### src/ps2_scancode_translator_core_defines.svh
// Assertion macros shared by the scancode translator RTL.
// Included by files that carry concurrent checks; needs no other file.
`ifndef PS2_SCANCODE_TRANSLATOR_CORE_DEFINES_SVH
`define PS2_SCANCODE_TRANSLATOR_CORE_DEFINES_SVH

`ifndef ASSERT_OFF

// clocked check, masked while reset is held
`define PS2SC_ASSERT(lbl, clk, rst_n, prop, msg) \
  lbl: assert property (@(posedge clk) disable iff (!rst_n) prop) \
    else $error(msg);

// clocked check that also runs through reset
`define PS2SC_ASSERT_ALWAYS(lbl, clk, prop, msg) \
  lbl: assert property (@(posedge clk) prop) \
    else $error(msg);

`else

`define PS2SC_ASSERT(lbl, clk, rst_n, prop, msg)
`define PS2SC_ASSERT_ALWAYS(lbl, clk, prop, msg)

`endif

`endif

### src/ps2sc_pkg.sv
// Shared types and constants for the PS/2 set 1 scancode translator.
// No dependencies; used by every RTL file of the block except ps2sc_ram.
package ps2sc_pkg;

  localparam int unsigned LAYOUT_ENTRIES = 128;
  localparam int unsigned QUEUE_DEPTH    = 2;

  localparam int unsigned BYTE_W  = 8;
  localparam int unsigned KEY_W   = 7;
  localparam int unsigned ACT_W   = 2;
  localparam int unsigned CFG_IDX_W = 1;

  localparam int unsigned IN_TDATA_W  = 24;
  localparam int unsigned OUT_TDATA_W = 24;

  // action codes
  localparam logic [ACT_W-1:0] ACT_SCAN    = 2'd0;
  localparam logic [ACT_W-1:0] ACT_LOAD_LO = 2'd1;
  localparam logic [ACT_W-1:0] ACT_LOAD_UP = 2'd2;

  // configuration register indexes
  localparam logic [CFG_IDX_W-1:0] CFG_UP_ARROW   = 1'b0;
  localparam logic [CFG_IDX_W-1:0] CFG_DOWN_ARROW = 1'b1;

  localparam logic [BYTE_W-1:0] UP_ARROW_RESET   = 8'h48;
  localparam logic [BYTE_W-1:0] DOWN_ARROW_RESET = 8'h50;

  // scancodes
  localparam logic [BYTE_W-1:0] CODE_PREFIX = 8'hE0;
  localparam logic [BYTE_W-1:0] CODE_UP     = 8'h48;
  localparam logic [BYTE_W-1:0] CODE_DOWN   = 8'h50;
  localparam logic [KEY_W-1:0]  KEY_LSHIFT  = 7'h2A;
  localparam logic [KEY_W-1:0]  KEY_RSHIFT  = 7'h36;
  localparam logic [KEY_W-1:0]  KEY_CAPS    = 7'h3A;

  typedef struct packed {
    logic              caps_on;
    logic              shift_held;
    logic              released;
    logic [BYTE_W-1:0] character;
    logic [BYTE_W-1:0] key_code;
  } res_t;

  localparam int unsigned RES_W = $bits(res_t);

endpackage

### src/ps2_scancode_translator_core.sv
// Top level of the PS/2 set 1 scancode translator.
// Depends on ps2sc_pkg, ps2sc_front, ps2sc_queue and ps2sc_back.

// Takes one word per clock while in_tready is high: PS/2 set 1 scancode bytes
// and layout table loads. Shift, caps lock and the 0xE0 prefix are tracked here;
// each scancode byte other than a leading 0xE0 yields one result word with the code
// and, for a make code without prefix, the character from the lower or upper layout
// table. Throughput is one word per cycle while in_tready is high, set by the single
// read port of each layout RAM used at accept time; a result passes the RAM read,
// the queue and the output register. Tables must be loaded before they are looked up.
module ps2_scancode_translator_core #(
  parameter int unsigned LAYOUT_ENTRIES = ps2sc_pkg::LAYOUT_ENTRIES,
  parameter int unsigned QUEUE_DEPTH    = ps2sc_pkg::QUEUE_DEPTH
) (
  input  logic                              clk,
  input  logic                              rst_n,
  input  logic                              in_tvalid,
  output logic                              in_tready,
  // action[1:0]
  input  logic [ps2sc_pkg::ACT_W-1:0]       in_tuser,
  // data_byte[7:0], table_index[14:8], table_value[22:15], zero pad
  input  logic [ps2sc_pkg::IN_TDATA_W-1:0]  in_tdata,
  output logic                              out_tvalid,
  input  logic                              out_tready,
  // key_code[7:0], character[15:8], released[16], shift_held[17], caps_on[18], zero pad
  output logic [ps2sc_pkg::OUT_TDATA_W-1:0] out_tdata,
  input  logic                              cfg_we,
  input  logic [ps2sc_pkg::CFG_IDX_W-1:0]   cfg_index,
  input  logic [ps2sc_pkg::BYTE_W-1:0]      cfg_wdata
);

  logic            q_ready, q_push, q_valid, q_pop;
  ps2sc_pkg::res_t q_data, q_head;

  ps2sc_front #(
    .LAYOUT_ENTRIES (LAYOUT_ENTRIES)
  ) u_front (
    .clk       (clk),
    .rst_n     (rst_n),
    .in_tvalid (in_tvalid),
    .in_tready (in_tready),
    .in_tuser  (in_tuser),
    .in_tdata  (in_tdata),
    .cfg_we    (cfg_we),
    .cfg_index (cfg_index),
    .cfg_wdata (cfg_wdata),
    .q_ready   (q_ready),
    .q_push    (q_push),
    .q_data    (q_data)
  );

  ps2sc_queue #(
    .DEPTH (QUEUE_DEPTH)
  ) u_queue (
    .clk       (clk),
    .rst_n     (rst_n),
    .push      (q_push),
    .push_data (q_data),
    .ready     (q_ready),
    .pop       (q_pop),
    .valid     (q_valid),
    .head      (q_head)
  );

  ps2sc_back u_back (
    .clk        (clk),
    .rst_n      (rst_n),
    .q_valid    (q_valid),
    .q_head     (q_head),
    .q_pop      (q_pop),
    .out_tvalid (out_tvalid),
    .out_tready (out_tready),
    .out_tdata  (out_tdata)
  );

endmodule

### src/ps2sc_ram.sv
// Generic single-write, single-read RAM with registered read data.
// No dependencies.
module ps2sc_ram #(
  parameter int unsigned WIDTH = 8,
  parameter int unsigned DEPTH = 128
) (
  input  logic                     clk,
  input  logic                     we,
  input  logic [$clog2(DEPTH)-1:0] waddr,
  input  logic [WIDTH-1:0]         wdata,
  input  logic                     re,
  input  logic [$clog2(DEPTH)-1:0] raddr,
  output logic [WIDTH-1:0]         rdata
);

  logic [WIDTH-1:0] mem [DEPTH];
  logic [WIDTH-1:0] rdata_r;

  always_ff @(posedge clk) begin
    if (we) begin
      mem[waddr] <= wdata;
    end
    if (re) begin
      rdata_r <= mem[raddr];
    end
  end

  assign rdata = rdata_r;

endmodule

### src/ps2sc_front.sv
// Front end: takes input words, tracks shift/caps/prefix state, owns both layout RAMs.
// Depends on ps2sc_pkg and ps2sc_ram; hands finished records to the queue.
`include "ps2_scancode_translator_core_defines.svh"

module ps2sc_front #(
  parameter int unsigned LAYOUT_ENTRIES = ps2sc_pkg::LAYOUT_ENTRIES
) (
  input  logic                                clk,
  input  logic                                rst_n,
  input  logic                                in_tvalid,
  output logic                                in_tready,
  input  logic [ps2sc_pkg::ACT_W-1:0]         in_tuser,
  input  logic [ps2sc_pkg::IN_TDATA_W-1:0]    in_tdata,
  input  logic                                cfg_we,
  input  logic [ps2sc_pkg::CFG_IDX_W-1:0]     cfg_index,
  input  logic [ps2sc_pkg::BYTE_W-1:0]        cfg_wdata,
  input  logic                                q_ready,
  output logic                                q_push,
  output ps2sc_pkg::res_t                     q_data
);

  localparam int unsigned AW = $clog2(LAYOUT_ENTRIES);

  logic [ps2sc_pkg::BYTE_W-1:0] up_code_r, down_code_r;
  logic prefix_r, prefix_nxt;
  logic lshift_r, lshift_nxt;
  logic rshift_r, rshift_nxt;
  logic caps_r, caps_nxt;

  logic            s1_valid_r, s1_valid_nxt;
  ps2sc_pkg::res_t s1_res_r, s1_res_nxt;
  logic            s1_char_r, s1_char_nxt;
  logic            s1_upper_r, s1_upper_nxt;

  logic                          acc;
  logic [ps2sc_pkg::ACT_W-1:0]   action;
  logic [ps2sc_pkg::BYTE_W-1:0]  data_byte;
  logic [ps2sc_pkg::KEY_W-1:0]   table_index;
  logic [ps2sc_pkg::BYTE_W-1:0]  table_value;
  logic                          rel;
  logic [ps2sc_pkg::KEY_W-1:0]   key;
  logic                          is_scan;
  logic                          gives_result;
  logic [ps2sc_pkg::BYTE_W-1:0]  lo_rdata, up_rdata;

  assign acc         = in_tvalid && in_tready;
  assign action      = in_tuser;
  assign data_byte   = in_tdata[7:0];
  assign table_index = in_tdata[14:8];
  assign table_value = in_tdata[22:15];
  assign rel         = data_byte[7];
  assign key         = data_byte[6:0];
  assign is_scan     = (action == ps2sc_pkg::ACT_SCAN);

  assign in_tready = !s1_valid_r || q_ready;

  always_comb begin
    prefix_nxt   = prefix_r;
    lshift_nxt   = lshift_r;
    rshift_nxt   = rshift_r;
    caps_nxt     = caps_r;
    gives_result = 1'b0;
    s1_res_nxt   = s1_res_r;
    s1_char_nxt  = s1_char_r;
    s1_upper_nxt = s1_upper_r;
    if (acc && is_scan) begin
      if (prefix_r) begin
        // extended byte: arrows only, modifiers untouched
        prefix_nxt   = 1'b0;
        gives_result = 1'b1;
        s1_char_nxt  = 1'b0;
        s1_res_nxt.key_code = '0;
        if (data_byte == ps2sc_pkg::CODE_UP) begin
          s1_res_nxt.key_code = up_code_r;
        end else if (data_byte == ps2sc_pkg::CODE_DOWN) begin
          s1_res_nxt.key_code = down_code_r;
        end
      end else if (data_byte == ps2sc_pkg::CODE_PREFIX) begin
        prefix_nxt = 1'b1;
      end else begin
        gives_result = 1'b1;
        if (key == ps2sc_pkg::KEY_LSHIFT) begin
          lshift_nxt = !rel;
        end else if (key == ps2sc_pkg::KEY_RSHIFT) begin
          rshift_nxt = !rel;
        end else if (key == ps2sc_pkg::KEY_CAPS && !rel) begin
          caps_nxt = !caps_r;
        end
        s1_res_nxt.key_code = data_byte;
        s1_char_nxt         = !rel;
      end
      s1_res_nxt.character  = '0;
      s1_res_nxt.released   = rel;
      s1_res_nxt.shift_held = lshift_nxt || rshift_nxt;
      s1_res_nxt.caps_on    = caps_nxt;
      s1_upper_nxt          = caps_nxt ^ (lshift_nxt || rshift_nxt);
    end
  end

  always_comb begin
    s1_valid_nxt = s1_valid_r;
    if (acc) begin
      s1_valid_nxt = gives_result;
    end else if (q_push) begin
      s1_valid_nxt = 1'b0;
    end
  end

  always_ff @(posedge clk) begin
    if (!rst_n) begin
      up_code_r   <= ps2sc_pkg::UP_ARROW_RESET;
      down_code_r <= ps2sc_pkg::DOWN_ARROW_RESET;
      prefix_r    <= 1'b0;
      lshift_r    <= 1'b0;
      rshift_r    <= 1'b0;
      caps_r      <= 1'b0;
      s1_valid_r  <= 1'b0;
    end else begin
      if (cfg_we) begin
        unique case (cfg_index)
          ps2sc_pkg::CFG_UP_ARROW:   up_code_r   <= cfg_wdata;
          ps2sc_pkg::CFG_DOWN_ARROW: down_code_r <= cfg_wdata;
          default: ;
        endcase
      end
      prefix_r   <= prefix_nxt;
      lshift_r   <= lshift_nxt;
      rshift_r   <= rshift_nxt;
      caps_r     <= caps_nxt;
      s1_valid_r <= s1_valid_nxt;
    end
  end

  always_ff @(posedge clk) begin
    s1_res_r   <= s1_res_nxt;
    s1_char_r  <= s1_char_nxt;
    s1_upper_r <= s1_upper_nxt;
  end

  // both tables read at the key on every scan word; data lands with stage 1
  ps2sc_ram #(
    .WIDTH (ps2sc_pkg::BYTE_W),
    .DEPTH (LAYOUT_ENTRIES)
  ) u_lower_ram (
    .clk   (clk),
    .we    (acc && action == ps2sc_pkg::ACT_LOAD_LO),
    .waddr (table_index[AW-1:0]),
    .wdata (table_value),
    .re    (acc && is_scan),
    .raddr (key[AW-1:0]),
    .rdata (lo_rdata)
  );

  ps2sc_ram #(
    .WIDTH (ps2sc_pkg::BYTE_W),
    .DEPTH (LAYOUT_ENTRIES)
  ) u_upper_ram (
    .clk   (clk),
    .we    (acc && action == ps2sc_pkg::ACT_LOAD_UP),
    .waddr (table_index[AW-1:0]),
    .wdata (table_value),
    .re    (acc && is_scan),
    .raddr (key[AW-1:0]),
    .rdata (up_rdata)
  );

  assign q_push = s1_valid_r && q_ready;

  always_comb begin
    q_data = s1_res_r;
    if (s1_char_r) begin
      q_data.character = s1_upper_r ? up_rdata : lo_rdata;
    end
  end

  `PS2SC_ASSERT(a_prefix_arms, clk, rst_n,
    (acc && is_scan && !prefix_r && data_byte == ps2sc_pkg::CODE_PREFIX) |=> prefix_r,
    "0xE0 accepted without prefix did not arm it")
  `PS2SC_ASSERT(a_release_no_char, clk, rst_n,
    (s1_valid_r && s1_res_r.released) |-> !s1_char_r,
    "release record marked for a table lookup")

endmodule

### src/ps2sc_queue.sv
// Short FIFO of result records between front end and output stage.
// Depends on ps2sc_pkg.
`include "ps2_scancode_translator_core_defines.svh"

module ps2sc_queue #(
  parameter int unsigned DEPTH = ps2sc_pkg::QUEUE_DEPTH
) (
  input  logic            clk,
  input  logic            rst_n,
  input  logic            push,
  input  ps2sc_pkg::res_t push_data,
  output logic            ready,
  input  logic            pop,
  output logic            valid,
  output ps2sc_pkg::res_t head
);

  localparam int unsigned PW = (DEPTH > 1) ? $clog2(DEPTH) : 1;
  localparam int unsigned CW = $clog2(DEPTH + 1);
  localparam logic [PW-1:0] LAST = PW'(DEPTH - 1);

  ps2sc_pkg::res_t entries_r [DEPTH];
  logic [PW-1:0] wr_ptr_r, wr_ptr_nxt;
  logic [PW-1:0] rd_ptr_r, rd_ptr_nxt;
  logic [CW-1:0] count_r, count_nxt;

  assign ready = (count_r < CW'(DEPTH));
  assign valid = (count_r != '0);
  assign head  = entries_r[rd_ptr_r];

  always_comb begin
    wr_ptr_nxt = wr_ptr_r;
    rd_ptr_nxt = rd_ptr_r;
    count_nxt  = count_r;
    if (push) begin
      wr_ptr_nxt = (wr_ptr_r == LAST) ? '0 : wr_ptr_r + PW'(1);
    end
    if (pop) begin
      rd_ptr_nxt = (rd_ptr_r == LAST) ? '0 : rd_ptr_r + PW'(1);
    end
    if (push && !pop) begin
      count_nxt = count_r + CW'(1);
    end else if (pop && !push) begin
      count_nxt = count_r - CW'(1);
    end
  end

  always_ff @(posedge clk) begin
    if (!rst_n) begin
      wr_ptr_r <= '0;
      rd_ptr_r <= '0;
      count_r  <= '0;
    end else begin
      wr_ptr_r <= wr_ptr_nxt;
      rd_ptr_r <= rd_ptr_nxt;
      count_r  <= count_nxt;
    end
  end

  always_ff @(posedge clk) begin
    if (push) begin
      entries_r[wr_ptr_r] <= push_data;
    end
  end

  `PS2SC_ASSERT(a_count_bound, clk, rst_n,
    count_r <= CW'(DEPTH),
    "queue fill count above depth")

endmodule

### src/ps2sc_back.sv
// Output stage: pops result records into the registered result port.
// Depends on ps2sc_pkg; fed by ps2sc_queue.
`include "ps2_scancode_translator_core_defines.svh"

module ps2sc_back (
  input  logic                              clk,
  input  logic                              rst_n,
  input  logic                              q_valid,
  input  ps2sc_pkg::res_t                   q_head,
  output logic                              q_pop,
  output logic                              out_tvalid,
  input  logic                              out_tready,
  output logic [ps2sc_pkg::OUT_TDATA_W-1:0] out_tdata
);

  logic            out_valid_r, out_valid_nxt;
  ps2sc_pkg::res_t out_res_r;

  assign q_pop = q_valid && (!out_valid_r || out_tready);

  always_comb begin
    out_valid_nxt = out_valid_r;
    if (q_pop) begin
      out_valid_nxt = 1'b1;
    end else if (out_tready) begin
      out_valid_nxt = 1'b0;
    end
  end

  always_ff @(posedge clk) begin
    if (!rst_n) begin
      out_valid_r <= 1'b0;
    end else begin
      out_valid_r <= out_valid_nxt;
    end
  end

  always_ff @(posedge clk) begin
    if (q_pop) begin
      out_res_r <= q_head;
    end
  end

  assign out_tvalid = out_valid_r;
  assign out_tdata  = {(ps2sc_pkg::OUT_TDATA_W - ps2sc_pkg::RES_W)'(0), out_res_r};

  `PS2SC_ASSERT_ALWAYS(a_reset_empty, clk,
    !rst_n |=> !out_tvalid,
    "result port valid right after reset")

endmodule
### config.mk
export PLATFORM = sky130hd
export DESIGN_NAME = ps2_scancode_translator_core
export DESIGN_NICKNAME = d
export VERILOG_FILES = /design/src/ps2sc_pkg.sv /design/src/ps2_scancode_translator_core.sv /design/src/ps2sc_ram.sv /design/src/ps2sc_front.sv /design/src/ps2sc_queue.sv /design/src/ps2sc_back.sv
export VERILOG_INCLUDE_DIRS = /design/src /design/src/src
export SDC_FILE = /design/constraint.sdc
export NUM_CORES = 2
export LEC_CHECK = 0
export ABC_AREA = 0
export BUFFER_PORTS_ARGS = -buffer_cell sky130_fd_sc_hd__buf_2
export CAP_MARGIN = 20
export CORE_MARGIN = 2
export CORE_UTILIZATION = 50
export DETAILED_ROUTE_END_ITERATION = 8
export PLACE_DENSITY = 0.72
export SYNTH_ARGS = -nofsm -noshare
export SYNTH_HDL_FRONTEND = slang
export SYNTH_HIERARCHICAL = 1
export SYNTH_SLANG_ARGS = --single-unit
export TNS_END_PERCENT = 10
### constraint.sdc
create_clock -name clk -period 3.52 [get_ports clk]
set_clock_uncertainty 0.1 [all_clocks]
set_input_delay 0.704 -clock clk [delete_from_list [all_inputs] [get_ports clk]]
set_output_delay 0.704 -clock clk [all_outputs]
set_load 0.005 [all_outputs]
After elaboration in Yosys (flattened, before gate mapping)
Memory sizes are Yosys's and may differ from the RTL's. A register that Yosys moved wholly into a read port is not among the register bits.
Cells that the tools add are included.

word-level totals
  bits in registers = 39
  RAM bits = 2086
  input port bits = 40
  memories = 3

cells by class
  $add $sub $neg = 4
  order comparisons = 1
  equal/unequal tests = 9
  mux-type cells = 41
  bitwise gates (word level) = 2
  reductions and logical operators = 26

memories
  memory                   depth  width  read ports  clocked after memory_dff  wr ports  line               text
  u_front.u_lower_ram.mem  128    8      1           1                         1         ps2sc_ram.sv:16    logic [WIDTH-1:0] mem [DEPTH];
  u_front.u_upper_ram.mem  128    8      1           1                         1         ps2sc_ram.sv:16
  u_queue.entries_r        2      19     1           1                         1         ps2sc_queue.sv:22  ps2sc_pkg::res_t entries_r [DEPTH];

operators by type and width
  kind                   number
  $mux W8                6
  $mux W1                33
  $eq A7 B6 Y1 const B   3
  $eq A8 B7 Y1 const B   2
  $logic_and A1 B1 Y1    9
  $eq A8 B8 Y1 const B   1
  $reduce_bool A2 Y1     4
  $logic_not A1 Y1       6
  $reduce_and A2 Y1      3
  $mux W2                2
  $logic_or A1 B1 Y1     3
  $add A1 B1 Y1 const B  2
  $add A2 B1 Y2 const B  1
  $eq A2 B1 Y1 const B   1
  $eq A2 B2 Y1 const B   1
  $logic_not A2 Y1       1
  $lt A2 B2 Y1 const B   1
  $ne A2 B1 Y1 const B   1
  $sub A2 B1 Y2 const B  1
  $not A1 Y1             1
  $xor A1 B1 Y1          1

Longest topological paths before layout
  word-level depth = 9
  gate-level depth with buffers = 9
  gate-level depth less buffers = 7

By module
Netlist, hierarchy kept.

by module, submodules not included
  module       instances  cells an instance  area an instance (µm²)  sequential area each (µm²)
  ps2sc_ram    2          1635               39745.6                 30989.7
  ps2sc_front  1          172                1634.1                  810.8
  ps2sc_queue  1          81                 1587.8                  1241.2
  ps2sc_back   1          29                 659.4                   590.6

Least setup slack after synthesis
No wires, ideal clock.

  kind = input -> register
  start point = input port in_tvalid
  end point = register u_front.s1_res_r (netlist bit u_front/q_data[0]), enable pin
  library setup time = 0.335 ns
  arrival time = 3.159 ns
  data required time = 3.085 ns
  setup slack = -0.073 ns
  stages = 4
  buffers on the path = 0
  cells stage by stage = nand2_1 nor3_1 o21ai_0 inv_1

between the ends
  word-level cells in the longest chain between the ends = 3

RTL lines
  item                                line                                text
  from (decl)                         ps2_scancode_translator_core.sv:17  input logic in_tvalid,
  $logic_and A1 B1 Y1                 ps2sc_front.sv:46                   assign acc = in_tvalid && in_tready;
  $logic_and A1 B1 Y1                 ps2sc_front.sv:66                   if (acc && is_scan) begin
  $reduce_and A2 Y1 (no source line)  n/a
  to (signal assigned)                ps2sc_front.sv:135                  s1_res_r <= s1_res_nxt;
  to (decl)                           ps2sc_front.sv:31                   ps2sc_pkg::res_t s1_res_r, s1_res_nxt;

No other way between the ends.
A chain may end at the register's enable or synchronous reset.

==> run_results.csv <==
group,metric,value,unit
sta,hold-worst-slack,67.76,ps
synth,synth_ff_type,"edfxtp_1",
placement,gp_congestion,0.8223,
finish,n_fill_cell,11190,
setup_path,endpoint_kind,"register",
setup_path,cp.required,3990,ps
placement,port_buffers,59,
routing,avgRoutedWirePerCell,28.86,µm
grt,grt_first_pass_wirelength,273700,µm
synth,ys_async_sr_fraction,0,
sta,finalHoldViolations,0,
routing,drt_pass1_iterations,5,
grt,grt_pass1_vias,39980,
setup_path,path_max_fanout,26,
run,maxCapViolCount,0,
synth,synth_area,83370,µm²
grt,grt_max_degree,120,
sta,slew_headroom,0.3856,
clocking,htreeDepth,4,
synth,yosys_warnings,6,
clocking,holdBufCountCts,4,
setup_path,worst_path_max_delay_cell,"mux4_2",
routing,ant_nets,0,
floorplanning,die_y,412.3,µm
power,p_per_area,541.9,nW/µm²
routing,via_count,39580,
sta,finalSetupViolCount,0,
setup_path,critPathArrivalTime,3460,ps
setup_path,worstPathCellList,"buf_8 > buf_12 > buf_12 > mux4_2 > mux4_2 > mux4_2 > mux2_2",
setup_path,timing.critical_path.mode_cell,"mux4_2",
finish,nets,4146,
hold_path,hp-class,"in2reg",
synth,synthDistinctLibCells,45,
floorplanning,io_pins,66,
clocking,cts_resized,0,
finish,multi_input_area,17860,µm²
power,power.total,52450,µW
sta,worst_pin_slew,921.6,ps
routing,vias_per_cell,6.129,
floorplanning,design.die.area,170000,µm²
sta,rsz0062_at_grt,"no",
floorplanning,core,165400,µm²
sta,report.final.slew_viol_count,0,
clocking,post_cts_buffers,0,
clocking,clock_sinks,2161,
synth,ys_ff_latch,2161,
finish,layout.cells.non_filler,6458,
clocking,cts_tree,"built",
routing,wirelength,186400,µm
clocking,path_clk_slew,60,ps
finish,syn_to_final_growth,16.09,%
synth,syn_inst,3552,
routing,drc,0,
power,ir_drop,0.5723,mV
floorplanning,fp.dieW,412.3,µm
clocking,insertion_delay,840,ps
placement,dp_hpwl,114700,µm
synth,syn_area_per_cell,23.47,µm²
sta,max_freq,334.1,MHz
placement,dp.cells,6087,
setup_path,critPathMaxStageDelay,580,ps
sta,fin_crit_sh,0.8502,
floorplanning,rows,149,
finish,drive_gt1_frac,0.3563,
routing,dr.first_iter.drc_count,4755,
setup_path,cp-start-kind,"input port",
grt,overflow,0,
grt,antenna_found_initial,6,
clocking,cts_root_buf,"clkbuf_16",
floorplanning,initial_core_util,0.5042,
clocking,cts_max_path_buffers,3,
placement,place_ws,-296.4,ps
sta,fin_crit,2993,ps
grt,grtUsageTotal,0.2218,
status,status,"finished clean",
setup_path,path_class,"in2reg",
clocking,numCtsBuffers,201,
synth,synth_edf_count,2134,
power,leakage,0.03073,µW
synth,ys_seq_area_frac,0.7751,
finish,ff_latch_area,64620,µm²
sta,fin_ws,527.3,ps
-- kinds of logic (layout without fill, tap and decap cells) --
| kind of cell | Yosys count | in the layout | share of synthesized area |
|---|---|---|---|
| DFF | 2161 | 2161 | 0.7751 |
| other | 1 | 8 | 0.00004498 |
| buffers and inverters | 197 | 907 | 0.01102 |
| muxes | 715 | 715 | 0.1872 |
| xor gates and xnor gates | 5 | 5 | 0.0005254 |
| adders and majority gates | 1 | 1 | 0.0001500 |
| and+or+nand+nor | 431 | 431 | 0.02253 |
| AOI/OAI and AO/OA | 41 | 41 | 0.003422 |
-- registers in the layout, summed over array words and instances, names as in the netlist, 2 cells and up, named ones only --
name and cells:
u_front/u_upper_ram/rdata 8, u_front/u_lower_ram/mem 1024, u_front/u_upper_ram/mem 1024, u_queue/entries_r 38, u_front/up_code_r 8, u_queue/count_r 2
u_front/down_code_r 8, u_back/out_tdata 19, u_front/q_data 11, u_front/u_lower_ram/rdata 8
-- worst max-delay path, delay by kind of cell --
kind | cells | cell delay, ps
buffers and inverters | 3 | 740
multiplexers | 4 | 1940
-- through the flow --
| stage | setup TNS (ps) | area (µm²) | utilization |
|---|---|---|---|
| after floorplan | 0 | 83390 | - |
| after CTS | 0 | 96780 | 0.5853 |
| after global placement | -3922 | 90430 | 0.5468 |
| after detailed placement | -4186 | 90430 | 0.5468 |
| final | 0 | 96790 | 0.5853 |
| after global routing | 0 | 96780 | 0.5853 |
-- cell usage after synthesis (all sizes together) (2+ instances only) --
cell type  number  area [µm²]
inv             4       15.01
o21ai           3       15.01
nor3b           3       22.52
nor2b          28       182.7
mux4          672       15130
and2            6       37.54
nand4           8       50.05
nor4            2       27.53
a21boi         15       112.6
mux2i           8       80.08
o211a           2       20.02
o21a            2       15.01
nor2          253       949.7
nor4b           2       17.52
a22oi           7       52.55
nand3          29       145.1
buf            98       538.0
edfxtp       2134       64080
a21oi           9       45.04
mux2           35       394.1
nand2          68       255.2
xor2            3       26.28
nor3           19       95.09
dfxtp          27       540.5
nand2b          6       40.04
clkbuf         94       352.8
xnor2           2       17.52
or3             3       18.77
-- placed cells by master (no fill, tap or decap), types with 4 or more instances in the layout --
master / synthesis / routed
nor2_1: 253 / 253
clkbuf_8: 0 / 9
mux2_2: 35 / 35
nor3_1: 19 / 18
dlygate4sd3_1: 0 / 4
a22oi_1: 7 / 7
and2_1: 6 / 6
clkinvlp_4: 0 / 5
mux4_2: 672 / 672
buf_2: 31 / 47
a21boi_0: 14 / 14
nor2b_1: 27 / 26
buf_12: 0 / 97
buf_4: 27 / 379
inv_6: 0 / 5
buf_8: 0 / 5
mux2i_1: 8 / 8
clkbuf_16: 0 / 206
nand2_1: 68 / 68
nand2b_1: 5 / 5
dfxtp_1: 27 / 27
nand3_1: 29 / 29
bufinv_16: 0 / 15
nand4_1: 8 / 8
clkbuf_1: 94 / 48
conb_1: 1 / 5
clkinv_2: 0 / 32
inv_1: 4 / 4
a21oi_1: 9 / 9
edfxtp_1: 2134 / 2134
clkinv_1: 0 / 45
-- where the power goes --
part | switching (µW) | internal, µW | leakage (µW) | total, µW
Sequential | 77.8 | 28500 | 0.0194 | 28500
Clock | 9070 | 11800 | 0.00308 | 20900
Combinational | 1670 | 1330 | 0.00824 | 3000
-- per-layer routing --
metal / vias to the layer above / global-route usage / routed length [µm]
met4: 10 / 0.06349 / 4542
met2: 1949 / 0.3526 / 91450
met3: 286 / 0.04127 / 17140
li1: 16200 / - / -
met1: 21140 / 0.3184 / 73200
met5: - / 0 / 58
-- area by class of cell --
| type | count | share of cell area |
|---|---|---|
| sequential | 2161 | 0.6676 |
| antenna | 3 | 0.00007756 |
| inverter | 4 | 0.0001551 |
| clock inverter | 107 | 0.009695 |
| tap | 2189 | 0.02830 |
| multi-input combinational | 1198 | 0.1845 |
| clock buffer | 257 | 0.05555 |
| timing repair buffer | 539 | 0.05405 |
-- final timing paths --
kind,from,depth (start not counted),endpoint,slack [ps]
setup reg to reg,u_queue/count_r[1],10,u_front/u_upper_ram/mem[46][4],750
setup / recovery,in_tdata[0],7,u_front/u_upper_ram/rdata[3],530
hold reg to reg,u_front/q_data[6],0,u_queue/entries_r[0][6],340
hold / removal,cfg_wdata[1],3,u_front/up_code_r[1],70
No activity file was read; power rests on OpenSTA's default activity.
